--- src/hdl/peb_pkg.sv ---
// shared types and constants for peak_envelope_bound_search
// no dependencies
package peb_pkg;

  localparam int MAX_PEAKS = 64;
  localparam int AW        = $clog2(MAX_PEAKS);      // peak memory address
  localparam int CW        = AW + 1;                 // peak count, holds MAX_PEAKS
  localparam int PEAK_W    = 32;
  localparam int REF_W     = 6;
  localparam int CNT_W     = 6;                      // result counts and clamps
  localparam int CF_W      = 17;
  localparam int FRAC_W    = 16;
  localparam int TW        = PEAK_W + AW;            // total intensity
  localparam int GOAL_W    = CF_W + TW;
  localparam int LO_W      = TW / 2;                 // multiplier split
  localparam int HI_W      = TW - LO_W;
  localparam int PROD_W    = CF_W + HI_W;
  localparam int CMP_W     = (REF_W > CW) ? REF_W : CW;
  localparam int CFG_IDX_W = 2;
  localparam int CFG_DAT_W = 32;

  localparam logic [CF_W-1:0]  COVERAGE_RST = CF_W'(55706);
  localparam logic [CNT_W-1:0] MAX_CNT_RST  = CNT_W'(63);

  typedef enum logic [CFG_IDX_W-1:0] {
    REG_COVERAGE   = 2'd0,
    REG_MIN_INTENS = 2'd1,
    REG_MAX_BACK   = 2'd2,
    REG_MAX_FWD    = 2'd3
  } cfg_reg_t;

  typedef enum logic [2:0] {
    S_IDLE,
    S_MUL_LO,
    S_MUL_HI,
    S_READ,
    S_EVAL,
    S_FINISH
  } state_t;

  typedef struct packed {
    logic [CF_W-1:0]   coverage;
    logic [PEAK_W-1:0] min_intens;
    logic [CNT_W-1:0]  max_back;
    logic [CNT_W-1:0]  max_fwd;
  } cfg_t;

  typedef struct packed {
    logic             start;
    logic [REF_W-1:0] ref_idx;
  } walk_req_t;

  typedef struct packed {
    logic idle;
    logic clear;
  } walk_stat_t;

endpackage

--- src/hdl/peb_mem.sv ---
// peak intensity memory: one write port, two registered read ports
// depends on peb_pkg
module peb_mem (
  input  logic                       clk,
  input  logic                       wr_en,
  input  logic [peb_pkg::AW-1:0]     wr_addr,
  input  logic [peb_pkg::PEAK_W-1:0] wr_data,
  input  logic [peb_pkg::AW-1:0]     rd_addr_a,
  input  logic [peb_pkg::AW-1:0]     rd_addr_b,
  output logic [peb_pkg::PEAK_W-1:0] rd_data_a,
  output logic [peb_pkg::PEAK_W-1:0] rd_data_b
);

  logic [peb_pkg::PEAK_W-1:0] mem_r [peb_pkg::MAX_PEAKS];
  logic [peb_pkg::PEAK_W-1:0] rd_a_r;
  logic [peb_pkg::PEAK_W-1:0] rd_b_r;

  always_ff @(posedge clk) begin
    if (wr_en) begin
      mem_r[wr_addr] <= wr_data;
    end
    rd_a_r <= mem_r[rd_addr_a];
    rd_b_r <= mem_r[rd_addr_b];
  end

  assign rd_data_a = rd_a_r;
  assign rd_data_b = rd_b_r;

endmodule

--- src/hdl/peb_seq.sv ---
// window growth sequencer: shared multiplier for the coverage goal, then one
// add and compare unit reused for every greedy step; holds the result register
// depends on peb_pkg
module peb_seq (
  input  logic                       clk,
  input  logic                       rst_n,
  input  peb_pkg::cfg_t              cfg,
  input  peb_pkg::walk_req_t         req,
  input  logic [peb_pkg::CW-1:0]     peak_count,
  input  logic [peb_pkg::TW-1:0]     total,
  output logic [peb_pkg::AW-1:0]     rd_addr_a,
  output logic [peb_pkg::AW-1:0]     rd_addr_b,
  input  logic [peb_pkg::PEAK_W-1:0] rd_data_a,
  input  logic [peb_pkg::PEAK_W-1:0] rd_data_b,
  output peb_pkg::walk_stat_t        stat,
  output logic                       out_valid,
  input  logic                       out_ready,
  output logic [peb_pkg::CNT_W-1:0]  out_back_count,
  output logic [peb_pkg::CNT_W-1:0]  out_forward_count,
  output logic                       out_bad_reference
);

  peb_pkg::state_t state_r, state_nxt;

  logic [peb_pkg::REF_W-1:0]  ref_r, ref_nxt;
  logic [peb_pkg::AW-1:0]     back_r, back_nxt;
  logic [peb_pkg::CW-1:0]     fwd_r, fwd_nxt;
  logic [peb_pkg::TW-1:0]     sum_r, sum_nxt;
  logic [peb_pkg::GOAL_W-1:0] goal_r, goal_nxt;
  logic                       bad_r, bad_nxt;
  logic                       out_valid_r, out_valid_nxt;
  logic [peb_pkg::CNT_W-1:0]  obk_r, obk_nxt;
  logic [peb_pkg::CNT_W-1:0]  ofw_r, ofw_nxt;
  logic                       obad_r, obad_nxt;

  logic [peb_pkg::HI_W-1:0]   mul_op;
  logic [peb_pkg::PROD_W-1:0] prod;
  logic                       covered;
  logic                       has_back;
  logic                       has_fwd;
  logic [peb_pkg::PEAK_W-1:0] bi;
  logic [peb_pkg::PEAK_W-1:0] fi;
  logic [peb_pkg::CW-1:0]     bcnt;
  logic [peb_pkg::CW-1:0]     fcnt;
  logic                       clear;

  // one multiplier, used on the low then the high half of the total
  assign mul_op = (state_r == peb_pkg::S_MUL_HI) ? total[peb_pkg::TW-1:peb_pkg::LO_W]
                                                 : peb_pkg::HI_W'(total[peb_pkg::LO_W-1:0]);
  assign prod   = peb_pkg::PROD_W'(cfg.coverage) * peb_pkg::PROD_W'(mul_op);

  assign covered  = !(peb_pkg::GOAL_W'({sum_r, {peb_pkg::FRAC_W{1'b0}}}) < goal_r);
  assign has_back = (back_r != '0);
  assign has_fwd  = (fwd_r < peak_count);
  assign bi       = has_back ? rd_data_a : '0;
  assign fi       = has_fwd  ? rd_data_b : '0;
  assign bcnt     = peb_pkg::CW'(ref_r) - peb_pkg::CW'(back_r);
  assign fcnt     = fwd_r - peb_pkg::CW'(ref_r) - peb_pkg::CW'(1);

  always_ff @(posedge clk) begin
    if (!rst_n) begin
      state_r     <= peb_pkg::S_IDLE;
      out_valid_r <= 1'b0;
    end else begin
      state_r     <= state_nxt;
      out_valid_r <= out_valid_nxt;
    end
  end

  always_ff @(posedge clk) begin
    ref_r  <= ref_nxt;
    back_r <= back_nxt;
    fwd_r  <= fwd_nxt;
    sum_r  <= sum_nxt;
    goal_r <= goal_nxt;
    bad_r  <= bad_nxt;
    obk_r  <= obk_nxt;
    ofw_r  <= ofw_nxt;
    obad_r <= obad_nxt;
  end

  always_comb begin
    state_nxt     = state_r;
    ref_nxt       = ref_r;
    back_nxt      = back_r;
    fwd_nxt       = fwd_r;
    sum_nxt       = sum_r;
    goal_nxt      = goal_r;
    bad_nxt       = bad_r;
    out_valid_nxt = out_valid_r && !out_ready;
    obk_nxt       = obk_r;
    ofw_nxt       = ofw_r;
    obad_nxt      = obad_r;
    clear         = 1'b0;
    rd_addr_a     = back_r - peb_pkg::AW'(1);
    rd_addr_b     = fwd_r[peb_pkg::AW-1:0];

    case (state_r)
      peb_pkg::S_IDLE: begin
        if (req.start) begin
          ref_nxt   = req.ref_idx;
          state_nxt = peb_pkg::S_MUL_LO;
        end
      end
      peb_pkg::S_MUL_LO: begin
        rd_addr_a = peb_pkg::AW'(ref_r);
        goal_nxt  = peb_pkg::GOAL_W'(prod);
        back_nxt  = peb_pkg::AW'(ref_r);
        fwd_nxt   = peb_pkg::CW'(ref_r) + peb_pkg::CW'(1);
        bad_nxt   = (peb_pkg::CMP_W'(ref_r) >= peb_pkg::CMP_W'(peak_count));
        state_nxt = bad_nxt ? peb_pkg::S_FINISH : peb_pkg::S_MUL_HI;
      end
      peb_pkg::S_MUL_HI: begin
        // reference peak arrives from the read issued last cycle
        sum_nxt   = peb_pkg::TW'(rd_data_a);
        goal_nxt  = goal_r + (peb_pkg::GOAL_W'(prod) << peb_pkg::LO_W);
        state_nxt = peb_pkg::S_READ;
      end
      peb_pkg::S_READ: begin
        state_nxt = peb_pkg::S_EVAL;
      end
      peb_pkg::S_EVAL: begin
        if (covered || (!has_back && !has_fwd) ||
            ((bi < cfg.min_intens) && (fi < cfg.min_intens))) begin
          state_nxt = peb_pkg::S_FINISH;
        end else if (!has_fwd || (bi > fi)) begin
          sum_nxt   = sum_r + peb_pkg::TW'(bi);
          back_nxt  = back_r - peb_pkg::AW'(1);
          state_nxt = peb_pkg::S_READ;
        end else begin
          sum_nxt   = sum_r + peb_pkg::TW'(fi);
          fwd_nxt   = fwd_r + peb_pkg::CW'(1);
          state_nxt = peb_pkg::S_READ;
        end
      end
      peb_pkg::S_FINISH: begin
        // wait for the result register to drain
        if (!out_valid_r || out_ready) begin
          out_valid_nxt = 1'b1;
          obad_nxt      = bad_r;
          clear         = 1'b1;
          state_nxt     = peb_pkg::S_IDLE;
          if (bad_r) begin
            obk_nxt = '0;
            ofw_nxt = '0;
          end else begin
            obk_nxt = (peb_pkg::CMP_W'(bcnt) > peb_pkg::CMP_W'(cfg.max_back)) ?
                      cfg.max_back : peb_pkg::CNT_W'(bcnt);
            ofw_nxt = (peb_pkg::CMP_W'(fcnt) > peb_pkg::CMP_W'(cfg.max_fwd)) ?
                      cfg.max_fwd : peb_pkg::CNT_W'(fcnt);
          end
        end
      end
      default: begin
        state_nxt = peb_pkg::S_IDLE;
      end
    endcase
  end

  assign stat.idle         = (state_r == peb_pkg::S_IDLE);
  assign stat.clear        = clear;
  assign out_valid         = out_valid_r;
  assign out_back_count    = obk_r;
  assign out_forward_count = ofw_r;
  assign out_bad_reference = obad_r;

endmodule

--- src/hdl/peak_envelope_bound_search.sv ---
// peaks load one item per cycle while the sequencer is idle; the last item starts
// the walk: the multiplier states, then a read/evaluate loop around the shared add
// and compare unit and the peak memory for each peak added, then the finish state
// (a bad reference goes straight to finish); input stalls until the walk ends
// reset: synchronous active low; configuration registers to defaults, count and
// total cleared, peak memory contents are not cleared
module peak_envelope_bound_search (
  input  logic                          clk,
  input  logic                          rst_n,
  input  logic                          in_valid,
  output logic                          in_ready,
  input  logic [peb_pkg::PEAK_W-1:0]    in_peak_intensity,
  input  logic [peb_pkg::REF_W-1:0]     in_reference_index,
  input  logic                          in_last_peak,
  output logic                          out_valid,
  input  logic                          out_ready,
  output logic [peb_pkg::CNT_W-1:0]     out_back_count,
  output logic [peb_pkg::CNT_W-1:0]     out_forward_count,
  output logic                          out_bad_reference,
  input  logic                          cfg_wr_en,
  input  logic [peb_pkg::CFG_IDX_W-1:0] cfg_index,
  input  logic [peb_pkg::CFG_DAT_W-1:0] cfg_wdata
);

  peb_pkg::cfg_t       cfg_r, cfg_nxt;
  logic [peb_pkg::CW-1:0] count_r, count_nxt;
  logic [peb_pkg::TW-1:0] total_r, total_nxt;
  peb_pkg::walk_req_t  req;
  peb_pkg::walk_stat_t stat;
  logic                accept;
  logic                store;
  logic [peb_pkg::AW-1:0]     rd_addr_a;
  logic [peb_pkg::AW-1:0]     rd_addr_b;
  logic [peb_pkg::PEAK_W-1:0] rd_data_a;
  logic [peb_pkg::PEAK_W-1:0] rd_data_b;

  assign in_ready = stat.idle;
  assign accept   = in_valid && in_ready;
  // items past the memory depth are dropped
  assign store    = accept && (count_r < peb_pkg::CW'(peb_pkg::MAX_PEAKS));

  assign req.start   = accept && in_last_peak;
  assign req.ref_idx = in_reference_index;

  always_comb begin
    cfg_nxt = cfg_r;
    if (cfg_wr_en) begin
      case (cfg_index)
        peb_pkg::REG_COVERAGE:   cfg_nxt.coverage   = cfg_wdata[peb_pkg::CF_W-1:0];
        peb_pkg::REG_MIN_INTENS: cfg_nxt.min_intens = cfg_wdata[peb_pkg::PEAK_W-1:0];
        peb_pkg::REG_MAX_BACK:   cfg_nxt.max_back   = cfg_wdata[peb_pkg::CNT_W-1:0];
        peb_pkg::REG_MAX_FWD:    cfg_nxt.max_fwd    = cfg_wdata[peb_pkg::CNT_W-1:0];
        default: cfg_nxt = cfg_r;
      endcase
    end
  end

  always_comb begin
    count_nxt = count_r;
    total_nxt = total_r;
    if (stat.clear) begin
      count_nxt = '0;
      total_nxt = '0;
    end else if (store) begin
      count_nxt = count_r + peb_pkg::CW'(1);
      total_nxt = total_r + peb_pkg::TW'(in_peak_intensity);
    end
  end

  always_ff @(posedge clk) begin
    if (!rst_n) begin
      cfg_r.coverage   <= peb_pkg::COVERAGE_RST;
      cfg_r.min_intens <= '0;
      cfg_r.max_back   <= peb_pkg::MAX_CNT_RST;
      cfg_r.max_fwd    <= peb_pkg::MAX_CNT_RST;
      count_r          <= '0;
      total_r          <= '0;
    end else begin
      cfg_r   <= cfg_nxt;
      count_r <= count_nxt;
      total_r <= total_nxt;
    end
  end

  peb_mem u_mem (
    .clk       (clk),
    .wr_en     (store),
    .wr_addr   (count_r[peb_pkg::AW-1:0]),
    .wr_data   (in_peak_intensity),
    .rd_addr_a (rd_addr_a),
    .rd_addr_b (rd_addr_b),
    .rd_data_a (rd_data_a),
    .rd_data_b (rd_data_b)
  );

  peb_seq u_seq (
    .clk               (clk),
    .rst_n             (rst_n),
    .cfg               (cfg_r),
    .req               (req),
    .peak_count        (count_r),
    .total             (total_r),
    .rd_addr_a         (rd_addr_a),
    .rd_addr_b         (rd_addr_b),
    .rd_data_a         (rd_data_a),
    .rd_data_b         (rd_data_b),
    .stat              (stat),
    .out_valid         (out_valid),
    .out_ready         (out_ready),
    .out_back_count    (out_back_count),
    .out_forward_count (out_forward_count),
    .out_bad_reference (out_bad_reference)
  );

endmodule

--- config.mk ---
export PLATFORM = sky130hd
export DESIGN_NAME = peak_envelope_bound_search
export DESIGN_NICKNAME = d
export VERILOG_FILES = /design/src/hdl/peb_pkg.sv /design/src/hdl/peb_mem.sv /design/src/hdl/peb_seq.sv /design/src/hdl/peak_envelope_bound_search.sv
export SDC_FILE = /design/constraint.sdc
export NUM_CORES = 2
export LEC_CHECK = 0
export BUFFER_PORTS_ARGS = -buffer_cell sky130_fd_sc_hd__buf_2
export CORE_MARGIN = 5
export CORE_UTILIZATION = 30
export DETAILED_ROUTE_END_ITERATION = 8
export PLACE_DENSITY = 0.49
export SYNTH_ARGS = -nofsm -noshare
export SYNTH_HDL_FRONTEND = slang
export SYNTH_SLANG_ARGS = --single-unit
export TNS_END_PERCENT = 30
--- constraint.sdc ---
create_clock -name clk -period 23.8 [get_ports clk]
set_input_delay 1.19 -clock clk [delete_from_list [all_inputs] [get_ports clk]]
set_output_delay 1.19 -clock clk [all_outputs]
set_load 0.05 [all_outputs]
==> flow_summary.toml <==
[grt]
grt_pass1_vias = 91100
busiest_layer = "met2"
grt_overflow_total = 0
met2_usage_pct = 34.1
grt_pass1_wl_microns = 681000
grtUsageTotal_pct = 21.1
met1_usage_pct = 27.9
antenna_found_initial = 45
gr-usage-met3_pct = 3.79
grt_max_degree = 141

[synth]
synth_edf_count = 2174
synth_top_area_share_pct = 51.0
syn-num-nets = 11200
seq_area_frac_synth_pct = 53.7
synthTopCellsByArea = "edfxtp_1 51%, mux4_2 12%, nand2_1 7.6%"
yosys_warnings = 0
synth_seq_cells = 2348
synth.cell_area_sq_um = 128000
synth-main-ff-cell = "edfxtp_1"
async_flop_share_pct = 0
yosys.area.top_type = "edfxtp_1"
synth_cell_types = 83
avgSynthCellArea_sq_um = 12.2
syn_inst = 10500

[placement]
gp_congestion = 0.858
dpl.cell_count = 15800
dpl.hpwl_microns = 296000
io_buffers = 92

[setup_path]
critPathLaunchType = "flip-flop"
cpMaxStageDelayCell = "buf_4"
worst-r2r-setup-slack_ps = 13610
required_ps = 24430
crit_start = "u_seq.state_r[2]"
slowest_delay_ps = 670
ff2ff_path_depth = 35
arrival_ps = 10820
reg2reg_to = "u_seq.goal_r[53]"
r2r-start = "u_seq.state_r[2]"
cpMostUsedCell = "fa_1"
crit_path_end = "u_seq.goal_r[53]"
path_class = "reg2reg"
critPathMaxFanout = 78
crit_path_end_kind = "flip-flop"

[timing]
max_freq_mhz = 98.2
tns_ps = 0
fin_worst_skew_ps = 62.6
min_period_ps = 10190
holdWs_ps = 462
finalSetupViolCount = 0
grt_setup_unrepaired = "no"
tightest_slew_ps = 1350
final_max_slew_viol_count = 0
relSlewSlack_pct = 10.3
finalHoldViolCount = 0
period_share_pct = 42.8

[die]
num_rows = 239
io-pin-count = 93
die_w_microns = 663
fp.coreArea_sq_um = 424000
die_y_microns = 663
start_util_pct = 30.2
die_area_sq_um = 440000

[drt]
drt-initial-drc-count = 10400
routed_wl_microns = 482000
ant_nets = 0
viasPerCell = 5.63
vias = 92100
drcViolationCount = 0
drt_first_pass_iters = 6
routedWlPerCell_microns = 29.5

[clock_network]
cts_buffer_depth = 4
post_cts_buffers = 0
post_cts_resized = 0
cts-root-buf = "clkbuf_16"
htree_levels = 5
clk_pin_slew_ps = 60
cts_made_buffers = 278
ctsHoldBuffers = 0
clkSinkCount = 2348
clock_latency_ps = 940
cts_tree = "done"

[finish]
area_growth_pct = 12.6
nets = 11100
finalNonFillerCells = 16300
utilization_pct = 34.0
drive_above_1_share_pct = 14.6

[pwr]
p_leak_uw = 0.0514
peakVddDrop_mv = 0.290
powerDensity_nw_per_um2 = 125
finalPower_uw = 18000

[hold_path]
hp-class = "reg2reg"

[outcome]
status = "finished, final reports clean"

[flow_run]
max_cap_viol_count = 0
[layout by cell type, fill, tap and decap left out, drive strengths merged, types with 11 or more instances in the layout]
cell type / n
o31ai: 11
a211o: 11
clkinv: 109
and3: 276
nand4: 36
o21bai: 16
mux4: 672
nand3: 579
xnor2: 82
o21ai: 136
o211ai: 27
nand2b: 25
a21o: 125
o21a: 23
a31oi: 141
a211oi: 122
mux2: 38
xor2: 44
and2: 199
a21oi: 358
nand2: 2604
nor3: 30
a311oi: 387
fa: 259
bufinv: 21
diode: 31
nor2: 201
a21boi: 13
clkbuf: 354
inv: 510
edfxtp: 2174
nor2b: 26
dfxtp: 174
ha: 384
or3: 11
buf: 347
[metrics by stage]
stage	worst slack, ps	area [sq um]
floorplan	15130	128000
global placement	13790	135000
detailed placement	13770	135000
CTS	13730	144000
global route	13020	144000
finish	13610	144000
[synthesized netlist by cell type, drive strengths merged, types with 11 or more instances]
cell	n
nand2	2604
edfxtp	2174
mux4	672
nand3	579
inv	493
clkbuf	408
a311oi	387
ha	384
a21oi	358
buf	322
and3	276
fa	259
nor2	201
and2	199
dfxtp	174
a31oi	141
o21ai	136
a21o	125
a211oi	122
xnor2	82
xor2	44
mux2	38
nand4	36
nor3	30
o211ai	27
nor2b	26
nand2b	25
o21a	23
o21bai	16
a21boi	13
a211o	11
o31ai	11
or3	11
[cell type report]
cell class / instances / area [sq um]
fillers: 41200 / 280000
flip-flops and latches: 2348 / 68800
multi-input cells: 6954 / 54800
clock buffers: 354 / 7430
well taps: 5663 / 7090
repair buffers: 347 / 2610
inverters: 494 / 1850
clock inverters: 149 / 1470
diodes: 31 / 77.6
[sequential cells by signal (all words and copies together) (netlist names)]
signal                   count
cfg_r                       61
count_r                      7
total_r                     38
u_mem.mem_r               2048
u_mem.rd_data_a             32
u_mem.rd_data_b             32
u_seq.back_r                 6
u_seq.bad_r                  1
u_seq.fwd_r                  7
u_seq.goal_r                55
u_seq.out_back_count         6
u_seq.out_bad_reference      1
u_seq.out_forward_count      6
u_seq.out_valid              1
u_seq.ref_r                  6
u_seq.state_r                3
u_seq.sum_r                 38
[cells by family after synthesis]
| kind of cell | after synthesis | synth area share [%] |
|---|---|---|
| AND/OR/NAND/NOR | 4033 | 13.7 |
| adder cells (fa/ha/maj) | 643 | 7.81 |
| XOR/XNOR | 126 | 0.862 |
| multiplexers | 720 | 12.2 |
| AO/OA/AOI/OAI | 1432 | 7.79 |
| buffers and inverters | 1224 | 3.88 |
| flip-flops | 2348 | 53.7 |
[layer usage]
metal	wire, microns	part of all wire, %	vias to the layer above
li1	-	-	38900
met3	40200	8.3	901
met5	100	0.021	-
met1	194000	40	47400
met4	23400	4.9	16
met2	224000	47	4794
[power by group]
group / total (uW) / switching (uW) / internal, uW
Clock: 4250 / 1800 / 2450
Sequential: 4940 / 178 / 4760
Combinational: 8850 / 5600 / 3250
[worst min-delay path by stage]
| stage | slack [ps] | depth (start not counted) | startpoint | endpoint |
|---|---|---|---|---|
| 6_report | 460 | 2 | cfg_r[36] | cfg_r[36] |
| 5_1_grt | 430 | 1 | in_reference_index[5] | u_seq.ref_r[5] |
| 4_1_cts | 400 | 1 | in_reference_index[5] | u_seq.ref_r[5] |
| 3_5_place_dp | 450 | 2 | cfg_r[30] | cfg_r[30] |
| 3_3_place_gp | 450 | 2 | cfg_r[30] | cfg_r[30] |
| 2_1_floorplan | 440 | 2 | cfg_r[13] | cfg_r[13] |
[worst max-delay path, delay by kind of cell, from the launching register on]
family | cells | cell delay (ps)
compound gates | 11 | 2480
fa+ha+maj | 8 | 3830
buf+inv | 4 | 840
xor+xnor | 1 | 160
flops | 1 | 500
mux | 1 | 210
simple gates | 10 | 1870
Power figures use the tool's default switching activity.
